File: src/rtl/core/tqpi_pkg.sv
// Shared types, constants and arithmetic helpers of the plane interpolator.
package tqpi_pkg;

  localparam int GRID_X     = 32;
  localparam int GRID_Y     = 32;
  localparam int PLANES     = 4;
  localparam int COMPONENTS = 8;

  localparam int COL_W   = $clog2(GRID_X);
  localparam int ROW_W   = $clog2(GRID_Y);
  localparam int PLANE_W = $clog2(PLANES);
  localparam int COMP_W  = $clog2(COMPONENTS);
  localparam int ADDR_W  = COMP_W + PLANE_W + ROW_W + COL_W;
  localparam int DEPTH   = GRID_X * GRID_Y * PLANES * COMPONENTS;

  // one past the highest usable cell index along x and y
  localparam logic [4:0] LIM_X = 5'(GRID_X - 3);
  localparam logic [4:0] LIM_Y = 5'(GRID_Y - 3);
  localparam logic [31:0] Z_TOP = 32'(PLANES - 2);

  localparam int QDEPTH = 2;
  localparam int QPTR_W = $clog2(QDEPTH);

  // configuration register indexes
  localparam logic [2:0] REG_ORIGIN_X = 3'd0;
  localparam logic [2:0] REG_ORIGIN_Y = 3'd1;
  localparam logic [2:0] REG_ORIGIN_Z = 3'd2;
  localparam logic [2:0] REG_INV_X    = 3'd3;
  localparam logic [2:0] REG_INV_Y    = 3'd4;
  localparam logic [2:0] REG_INV_Z    = 3'd5;
  localparam logic [2:0] REG_CELLS_X  = 3'd6;
  localparam logic [2:0] REG_CELLS_Y  = 3'd7;

  localparam logic signed [65:0] RND30  = 66'sd536870912;
  localparam logic signed [65:0] RND31  = 66'sd1073741824;
  localparam logic signed [65:0] MAX32  = 66'sd2147483647;
  localparam logic signed [65:0] MIN32  = -66'sd2147483648;

  typedef struct packed {
    logic [2:0][31:0] origin;
    logic [2:0][31:0] inv;
    logic [4:0]       cells_x;
    logic [4:0]       cells_y;
  } cfg_t;

  typedef struct packed {
    logic              is_query;
    logic [COMP_W-1:0] comp;
    logic              flip;
    logic [2:0][32:0]  mag;
    logic [2:0]        dneg;
    logic [ADDR_W-1:0] addr;
    logic [31:0]       sample;
  } item_t;

  // Q2.30 x Q16.16 sum back to Q16.16: round half up, saturate
  function automatic logic signed [31:0] round_sat(input logic signed [65:0] s);
    logic signed [65:0] v;
    begin
      v = (s + RND30) >>> 30;
      if (v > MAX32) begin
        round_sat = 32'sh7fffffff;
      end else if (v < MIN32) begin
        round_sat = 32'sh80000000;
      end else begin
        round_sat = v[31:0];
      end
    end
  endfunction

endpackage

File: src/rtl/core/tqpi_queue.sv
// Two-entry request queue between front end and back end.
module tqpi_queue import tqpi_pkg::*; (
  input  logic  clk,
  input  logic  rst,
  input  logic  wr_en,
  input  item_t wr_item,
  output logic  full,
  output logic  rd_valid,
  output item_t rd_item,
  input  logic  rd_en
);

  item_t             slot [QDEPTH];
  logic [QPTR_W-1:0] wp;
  logic [QPTR_W-1:0] rp;
  logic [QPTR_W:0]   count;

  assign full     = (count == (QPTR_W+1)'(QDEPTH));
  assign rd_valid = (count != '0);
  assign rd_item  = slot[rp];

  always_ff @(posedge clk) begin
    if (wr_en) begin
      slot[wp] <= wr_item;
    end
  end

  always_ff @(posedge clk) begin
    if (rst) begin
      wp    <= '0;
      rp    <= '0;
      count <= '0;
    end else begin
      if (wr_en) begin
        wp <= wp + 1'b1;
      end
      if (rd_en) begin
        rp <= rp + 1'b1;
      end
      count <= count + (QPTR_W+1)'(wr_en) - (QPTR_W+1)'(rd_en);
    end
  end

endmodule

File: config.mk
export PLATFORM = sky130hd
export DESIGN_NAME = tqpi_queue
export DESIGN_NICKNAME = d
export VERILOG_FILES = /design/src/rtl/core/tqpi_pkg.sv /design/src/rtl/core/tqpi_queue.sv
export SDC_FILE = /design/constraint.sdc
export NUM_CORES = 1
export LEC_CHECK = 0
export CAP_MARGIN = 40
export CORE_UTILIZATION = 50
export CTS_CLUSTER_SIZE = 30
export DETAILED_ROUTE_END_ITERATION = 8
export DONT_BUFFER_PORTS = 1
export PLACE_DENSITY_LB_ADDON = 0.05
export SETUP_SLACK_MARGIN = 0.4
export SKIP_CTS_REPAIR_TIMING = 1
export SLEW_MARGIN = 0
export SYNTH_ARGS = -nofsm -noshare
export SYNTH_HDL_FRONTEND = slang
export SYNTH_SLANG_ARGS = --single-unit
File: constraint.sdc
create_clock -name clk -period 21.9 [get_ports clk]
set_clock_uncertainty 0.2 [all_clocks]
set_input_delay 1.095 -clock clk [delete_from_list [all_inputs] [get_ports clk]]
set_output_delay 1.095 -clock clk [all_outputs]
set_load 0.005 [all_outputs]
==> flow_summary.json <==
{
  "vias": 4551,
  "grt_max_degree": 57,
  "rsz0062_at_grt": "false",
  "cts_tree": "built",
  "period_minus_slack_ps": 4710,
  "final_layout_size_suffix_gt1_share_pct": 38.8,
  "avgSynthCellArea_um2": 23.1,
  "dp_hpwl_um": 13800,
  "groute.usage.overall_pct": 16.6,
  "hold_viol": 0,
  "cts_inserted_buffers": 31,
  "die_area_mm2": 0.0237,
  "cp_max_fo": 54,
  "cts_root_buf": "clkbuf_16",
  "p_per_area_mw_per_mm2": 102,
  "critPathKind": "register to output port",
  "power_switching_mw": 0.265,
  "core_area_mm2": 0.0226,
  "worst-path-buf-inv": 2,
  "synthCells": 500,
  "diodes": 0,
  "synthDistinctLibCells": 14,
  "slew_headroom_pct": 43.5,
  "ys_ff_latch": 313,
  "slowest_stage": "dfxtp_4",
  "fin_cells": 832,
  "layout.nets": 684,
  "viasPerCell": 5.47,
  "die_w_um": 154,
  "cellLeakagePower_nw": 4.35,
  "slew_viol_final": 0,
  "synth_compound_area_share_pct": 0,
  "drc_errors": 0,
  "crit_end": "rd_item[15]",
  "path_common_cell": "buf_4",
  "max_freq_ghz": 0.212,
  "fillers": 1682,
  "routabilityCongestion": 0.799,
  "placedInstanceArea_mm2": 0.0119,
  "synth-seq-area-share_pct": 80.9,
  "yosys.area.top_type": "edfxtp_1",
  "syn_to_final_growth_pct": 11.6,
  "arrival_ps": 3410,
  "cts.htree.levels": 1,
  "ff2ff_path_depth": 4,
  "synth_top_family_by_area": "multiplexers",
  "p_clk_share_pct": 38.7,
  "worstHoldPathType": "register to register",
  "min_from": "rp",
  "initial_core_util_pct": 51.1,
  "finalSetupViolations": 0,
  "cp.depth": 3,
  "rr_startpoint": "wp",
  "grt_pass1_vias": 4797,
  "place_ws_ps": 17670,
  "grt_overflow": 0,
  "crit_family": "buffers and inverters",
  "worstSetupStartpointType": "register",
  "cap_violations": 0,
  "rows": 55,
  "synth_top_area_share_pct": 80.0,
  "drtIter0Drc": 277,
  "antenna_found_initial": 0,
  "fin_hold_ws_ps": 317,
  "cp-end-kind": "output port",
  "place_inst": 776,
  "wirelength_um": 20300,
  "synth_area_leaders": "edfxtp_1, mux2_2, mux2_4",
  "cts.sinks": 313,
  "ios": 314,
  "routedWlPerCell_um": 24.4,
  "tightestPinTransition_ps": 848,
  "dr.pass1.iters": 4,
  "syn_nets": 660,
  "rr_endpoint": "slot[1][149]",
  "netSwitchingFraction_pct": 20.2,
  "yosys.area_share.simple_pct": 0.400,
  "synthXorXnorAreaFrac_pct": 0.346,
  "post-route-cell-area_mm2": 0.0129,
  "final_antenna_net_count": 0,
  "cell_internal_pwr_mw": 1.05,
  "clk_path_buf_depth": 3,
  "critPathMaxStageDelay_ps": 810,
  "worstPathCellList": "buf_4, buf_4, mux2_2",
  "status": "finished, final reports clean",
  "path_clk_slew_ps": 60,
  "r2r_slack_ps": 19370,
  "seqPwrFrac_pct": 54.2,
  "synth_area_mm2": 0.0116,
  "finalSetupTns_ps": 0,
  "p_comb_share_pct": 7.1,
  "worstSkewPairLatency_ps": 540,
  "ir_worst_vdd_mv": 0.0723,
  "numPortBuffers": 0,
  "yosysWarnings": 0,
  "synth-adder-area-share_pct": 0.216,
  "die_h_um": 154,
  "muxShareOfSynthArea_pct": 16.9,
  "finalWorstSetupSlack_ps": 17190,
  "finalCritPeriodShare_pct": 21.5,
  "critPathRequiredTime_ps": 20610,
  "grt_pass1_wl_um": 29300
}
## cells by family (layout without fill, tap and decap cells)
group	Yosys count	count (layout)
adders and majority gates	2	2
buffers and inverters	19	66
muxes	154	154
DFF	313	313
xor gates and xnor gates	3	3
and+or+nand+nor	9	9
## sequential cells by signal, summed over array words and instances, names as in the netlist, named ones only
signal,cells
wp,1
rp,1
slot,308
count,2
## per-layer routing
metal	track usage, %	up-vias	part of all wire [%]
li1	-	2028	-
met1	18.2	2257	35
met2	27.8	233	49
met3	8.88	33	13
met4	4.95	0	2.6
met5	0	-	0
## cells in the mapped netlist
cell type,n
edfxtp_1,308
mux2_2,94
mux2_4,60
buf_2,9
buf_6,8
dfxtp_1,5
nor2_1,4
nor2b_1,3
ha_1,2
inv_1,2
xnor2_1,2
and2_1,1
or2_2,1
xnor3_1,1
## worst min-delay path, delay by kind of cell (launching register included)
| family | cells | cell delay (ps) |
|---|---|---|
| flip-flops | 1 | 330 |
| AND/OR/NAND/NOR | 1 | 70 |
| XOR/XNOR | 1 | 90 |
## per-stage QoR
stage / power, mW / util [%]
2_1_floorplan: 0.805 / -
3_3_place_gp: 0.817 / 52.3
3_5_place_dp: 0.822 / 52.6
4_1_cts: 1.33 / 57.0
5_1_grt: 1.36 / 57.0
6_report: 1.31 / 57.0
## power groups by stage
stage,clock network (mW),registers [mW],logic (mW)
final,0.509,0.713,0.0930
after floorplan,0,0.726,0.0797
after global routing,0.544,0.716,0.100
after global placement,0,0.726,0.0916
after CTS,0.523,0.713,0.0961
after detailed placement,0,0.726,0.0960
## area by class of cell
cell class	count	area, um^2	share of cell area (%)
well taps	285	357	2.76
flip-flops and latches	313	9350	72.5
repair buffers	8	113	0.873
clock buffers	35	791	6.13
clock inverters	21	198	1.53
inverters	2	7.51	0.0582
multi-input cells	168	2080	16.1
## layout by cell type (no fill, tap or decap)
cell type,netlist,routed
and2_4,0,1
buf_12,0,1
buf_16,0,2
buf_4,0,5
bufinv_16,0,4
clkbuf_1,0,4
clkbuf_16,0,31
clkinv_1,0,6
clkinv_2,0,11
dfxtp_1,5,4
dfxtp_4,0,1
edfxtp_1,308,308
ha_1,2,2
inv_1,2,2
mux2_2,94,94
mux2_4,60,60
nor2_1,4,4
nor2b_1,3,2
nor2b_4,0,1
or2_2,1,1
xnor2_1,2,2
xnor3_1,1,1
## how the worst min path moves through the flow
stage | endpoint | cells past startpoint | slack (ps)
after detailed placement | register | 2 | 300
after floorplan | register | 2 | 280
final | register | 2 | 320
after global routing | register | 2 | 360
after global placement | rp | 2 | 290
after CTS | register | 2 | 320
(Power assumes the default switching activity.)
