[src/rtl/core/tqpi_pkg.sv]
// Shared types, constants and arithmetic helpers of the plane interpolator.
package tqpi_pkg;

  localparam int GRID_X     = 32;
  localparam int GRID_Y     = 32;
  localparam int PLANES     = 4;
  localparam int COMPONENTS = 8;

  localparam int COL_W   = $clog2(GRID_X);
  localparam int ROW_W   = $clog2(GRID_Y);
  localparam int PLANE_W = $clog2(PLANES);
  localparam int COMP_W  = $clog2(COMPONENTS);
  localparam int ADDR_W  = COMP_W + PLANE_W + ROW_W + COL_W;
  localparam int DEPTH   = GRID_X * GRID_Y * PLANES * COMPONENTS;

  // one past the highest usable cell index along x and y
  localparam logic [4:0] LIM_X = 5'(GRID_X - 3);
  localparam logic [4:0] LIM_Y = 5'(GRID_Y - 3);
  localparam logic [31:0] Z_TOP = 32'(PLANES - 2);

  localparam int QDEPTH = 2;
  localparam int QPTR_W = $clog2(QDEPTH);

  // configuration register indexes
  localparam logic [2:0] REG_ORIGIN_X = 3'd0;
  localparam logic [2:0] REG_ORIGIN_Y = 3'd1;
  localparam logic [2:0] REG_ORIGIN_Z = 3'd2;
  localparam logic [2:0] REG_INV_X    = 3'd3;
  localparam logic [2:0] REG_INV_Y    = 3'd4;
  localparam logic [2:0] REG_INV_Z    = 3'd5;
  localparam logic [2:0] REG_CELLS_X  = 3'd6;
  localparam logic [2:0] REG_CELLS_Y  = 3'd7;

  localparam logic signed [65:0] RND30  = 66'sd536870912;
  localparam logic signed [65:0] RND31  = 66'sd1073741824;
  localparam logic signed [65:0] MAX32  = 66'sd2147483647;
  localparam logic signed [65:0] MIN32  = -66'sd2147483648;

  typedef struct packed {
    logic [2:0][31:0] origin;
    logic [2:0][31:0] inv;
    logic [4:0]       cells_x;
    logic [4:0]       cells_y;
  } cfg_t;

  typedef struct packed {
    logic              is_query;
    logic [COMP_W-1:0] comp;
    logic              flip;
    logic [2:0][32:0]  mag;
    logic [2:0]        dneg;
    logic [ADDR_W-1:0] addr;
    logic [31:0]       sample;
  } item_t;

  // Q2.30 x Q16.16 sum back to Q16.16: round half up, saturate
  function automatic logic signed [31:0] round_sat(input logic signed [65:0] s);
    logic signed [65:0] v;
    begin
      v = (s + RND30) >>> 30;
      if (v > MAX32) begin
        round_sat = 32'sh7fffffff;
      end else if (v < MIN32) begin
        round_sat = 32'sh80000000;
      end else begin
        round_sat = v[31:0];
      end
    end
  endfunction

endpackage

[src/rtl/core/tqpi_front.sv]
// Front end: classifies requests and forms axis offsets and load addresses.
module tqpi_front import tqpi_pkg::*; (
  input  cfg_t               cfg,
  input  logic               push,
  input  logic               q_full,
  input  logic               req_type,
  input  logic signed [31:0] pos_x,
  input  logic signed [31:0] pos_y,
  input  logic signed [31:0] pos_z,
  input  logic [2:0]         component,
  input  logic               flip_velocity,
  input  logic [4:0]         cell_x,
  input  logic [4:0]         cell_y,
  input  logic [1:0]         plane,
  input  logic signed [31:0] sample_value,
  output logic               item_push,
  output item_t              item
);

  logic [2:0][31:0] pos;
  logic [2:0][32:0] d;

  assign pos = {pos_z, pos_y, pos_x};
  assign item_push = push && !q_full;

  always_comb begin
    for (int a = 0; a < 3; a++) begin
      d[a] = {pos[a][31], pos[a]} - {cfg.origin[a][31], cfg.origin[a]};
    end
  end

  always_comb begin
    item.is_query = req_type;
    item.comp     = component;
    item.flip     = flip_velocity;
    for (int a = 0; a < 3; a++) begin
      item.dneg[a] = d[a][32];
      item.mag[a]  = d[a][32] ? 33'(-d[a]) : d[a];
    end
    item.addr   = {component, plane, cell_y, cell_x};
    item.sample = sample_value;
  end

endmodule

[config.mk]
export PLATFORM = sky130hd
export DESIGN_NAME = tqpi_front
export DESIGN_NICKNAME = d
export VERILOG_FILES = /design/src/rtl/core/tqpi_pkg.sv /design/src/rtl/core/tqpi_front.sv
export SDC_FILE = /design/constraint.sdc
export NUM_CORES = 1
export LEC_CHECK = 0
export BUFFER_PORTS_ARGS = -buffer_cell sky130_fd_sc_hd__buf_2
export CAP_MARGIN = 20
export CORE_AREA = 2 2 198 200
export DETAILED_ROUTE_END_ITERATION = 12
export DIE_AREA = 0 0 200 202
export PLACE_DENSITY = 0.5
export SYNTH_ARGS = -nofsm -noshare
export SYNTH_HDL_FRONTEND = slang
export SYNTH_SLANG_ARGS = --single-unit
[constraint.sdc]
create_clock -name vclk -period 10.39
set_clock_uncertainty 0.05 [all_clocks]
set_input_delay 0.5195 -clock vclk [all_inputs]
set_output_delay 0.5195 -clock vclk [all_outputs]
set_load 0.01 [all_outputs]
==> summary.txt <==
Critical path
  • Worst EP required: roughly 10000 ps
  • CP Data Arrival Time: ~4700 ps
  • CP Launch Type: input pin
  • Critical path class: input pin to output port
  • Worst-path fanout max: 19
  • Crit end category: output port

Layout
  • FFs & Latches: 0
  • FILL cells: approximately 4300
  • Reg area: 0 sq um
  • Post-Layout Cell Count: approximately 2000
  • Area Overhead vs Synth: 18.36%
  • Nets@finish: between 1500 and 2000
  • Share of cells above drive strength 1: about 23%
  • Clock Buffer Count: 0

Pwr
  • Seq pwr share: 0%
  • Power per standard cell area: 89.69 nW/um^2
  • Clock power frac: 0%
  • NetSw: around 0.55 mW
  • Pint: 0.3792 mW
  • Peak VDD IR: between 0.00006 and 0.00007 V
  • Switching part of the total: between 50 and 60%
  • Comb pwr share: 100.0%
  • Static Leak: 4.897 nW

STA
  • Final period utilization: between 50 and 60%
  • Worst Tran Pin Value: slightly below 900 ps
  • TNS Setup: 0 ps
  • Final setup fails: 0
  • Fin. Hold Viols: 0
  • Worst relative slew slack: 39.59%
  • RSZ-0062 raised after global routing: no
  • Min Hold Slack: 989.0 ps
  • Min cycle time layout: approximately 5300 ps
  • FMAX: 189.9 MHz
  • Final WS setup: 5123 ps
  • Slew Limit Fails: 0

Placed design
  • Place WS: approximately 5100 ps
  • DP HPWL: about 27000 um
  • Placed instance count: about 2000
  • Gp weighted congestion: around 0.9
  • Port bufs: a little under 300

Worst hold path
  • Hold path endpoint: item[14]
  • Hold path start: sample_value[14]
  • Hold Crit Class: input pin to output port
  • Hold path cells: 0

Global route
  • All-layer global routing usage: approximately 15%
  • First-pass GRT wire length: 49110 um
  • Initial antenna violation count: 3
  • Gr ovfl total: 0
  • Vias in the first global route: about 9800
  • Largest net degree at the start of global routing: 26

Detailed routing
  • Via-per-instance ratio: 4.971
  • Per-cell routed wire length: about 15 um
  • Iteration-0 DRC Markers: 490
  • DR DRC count: 0
  • DRT antenna net count: 0
  • Vias: between 10000 and 15000
  • Detailed Route WL: about 31000 um
  • Drt pass-1 iters: 5

Floorplan
  • Die area: 40400 sq um
  • Die Span Y: between 200 and 250 um
  • Die W: 200 um
  • I/O pins: a little over 500
  • Starting Density: roughly 23%
  • Core ar.: 38290 sq um
  • Std-Cell Rows: 72

Run
  • Max-cap violation count: 0

Yosys
  • Syn_area_per_cell: 6.660 sq um
  • Ys Warns: 0
  • Net count after synthesis: roughly 1800
  • Register area share after synthesis: 0%
  • Mapped Cells: about 1300
  • Top-area cell type share of the netlist area: 14.14%
  • Synthesized area: 8758 sq um
  • Area leader, netlist: ha_1
  • Largest cells by area after synthesis: ha_1 14%, xnor2_1 9.8%, a21oi_1 7.0%
  • Distinct cell type count after synthesis: about 100

Clock tree
  • CTS Hold Bufs: 0
  • Cts repair resizes: 0
  • Post-CTS setup buffers: 0

Run status
  • Outcome: complete, no violations
[logic make-up after synthesis]
group | after synthesis | synth area share (%)
muxes | 6 | 0.7428
xor gates and xnor gates | 158 | 16.01
and+or+nand+nor | 414 | 24.90
adders and majority gates | 102 | 14.83
buffers and inverters | 221 | 12.01
AOI/OAI and AO/OA | 414 | 31.50
[synth_stat cells (all sizes together), types with 5 or more instances]
cell type	count
xor2	59
a211oi	15
nor2b	19
or3	10
nand4	19
nor4b	6
mux2i	5
nand3	32
o31ai	18
inv	129
and4	7
a211o	10
clkbuf	24
and2	15
a21o	31
and3	16
nor3	33
nand4b	6
nand2	105
nor3b	6
a21oi	125
buf	68
nor2	94
a2111oi	8
nor4	14
ha	99
o211ai	12
o21bai	8
a21boi	7
nand2b	11
or2	6
o31a	5
o21ai	88
xnor2	99
a31oi	19
o21a	20
[metrics by stage]
step                utilization, %  total power, mW  area, sq um
floorplan                        -           0.6391         8758
global placement             27.06           0.9212        10360
detailed placement           27.06           0.9265        10360
CTS                          27.06           0.9322        10360
global route                 27.08            1.029        10370
finish                       27.08           0.9297        10370
[power by group through the flow]
stage                     clock network (mW)  registers [mW]  logic (mW)
after floorplan                            0               0       0.639
after global placement                     0               0       0.921
after detailed placement                   0               0       0.927
after CTS                                  0               0       0.932
after global routing            0.0000000258               0        1.03
final                           0.0000000259               0       0.930
[layout make-up]
type	instances	area (sq um)	area share [%]
diodes	2	5.005	0.04828
well taps	518	648.1	6.252
inverters	129	484.2	4.671
multi-input cells	1094	7712	74.40
repair buffers	301	1516	14.63
[placed cells by master, fill, tap and decap left out, types with 6 or more instances in the layout]
master | synthesis | final
o21ai_1 | 11 | 11
nand2_1 | 105 | 105
inv_1 | 127 | 127
nor3b_1 | 6 | 6
o21bai_1 | 8 | 8
a2111oi_0 | 6 | 6
o211ai_1 | 11 | 11
and4_1 | 7 | 7
o21a_1 | 19 | 19
nand3_1 | 32 | 32
and3_1 | 14 | 14
a211oi_1 | 12 | 12
and2_1 | 15 | 15
nor2b_1 | 18 | 18
nor4_1 | 12 | 12
a21boi_0 | 6 | 6
nor2_1 | 94 | 94
buf_2 | 13 | 297
ha_1 | 99 | 99
a211o_1 | 9 | 9
o31ai_1 | 17 | 17
a21oi_1 | 122 | 122
xor2_1 | 59 | 59
or3_1 | 10 | 10
nor3_1 | 28 | 28
o21ai_0 | 75 | 75
nand2b_1 | 11 | 11
nand4b_1 | 6 | 6
a21o_1 | 31 | 31
xnor2_1 | 98 | 98
nand4_1 | 19 | 19
a31oi_1 | 18 | 17
[critical path, stage by stage]
cell	delay (ps)
buf_2	100
ha_1	210
fa_1	430
nand2b_1	180
a21oi_2	290
o21ai_0	210
a21boi_1	400
a21boi_0	310
a32o_1	330
o211ai_1	170
o21a_1	520
inv_1	440
o21ai_1	220
xnor2_1	170
buf_2	180
[worst max-delay path by stage]
stage	start	endpoint	depth (start not counted)
2_1_floorplan	pos_y[0]	item[115]	13
3_3_place_gp	cfg[170]	item[132]	15
3_5_place_dp	cfg[170]	item[132]	15
4_1_cts	cfg[170]	item[130]	15
5_1_grt	cfg[170]	item[130]	15
6_report	cfg[170]	item[132]	15
[routing by layer]
layer	share of wire (%)	GRT usage (%)	vias up
met4	2.0	2.751	0
met1	46	19.54	4686
met2	47	25.60	327
met3	5.3	0.9011	41
met5	0	0	-
li1	-	-	5106
Note: power is estimated with default switching activity, not from simulation.
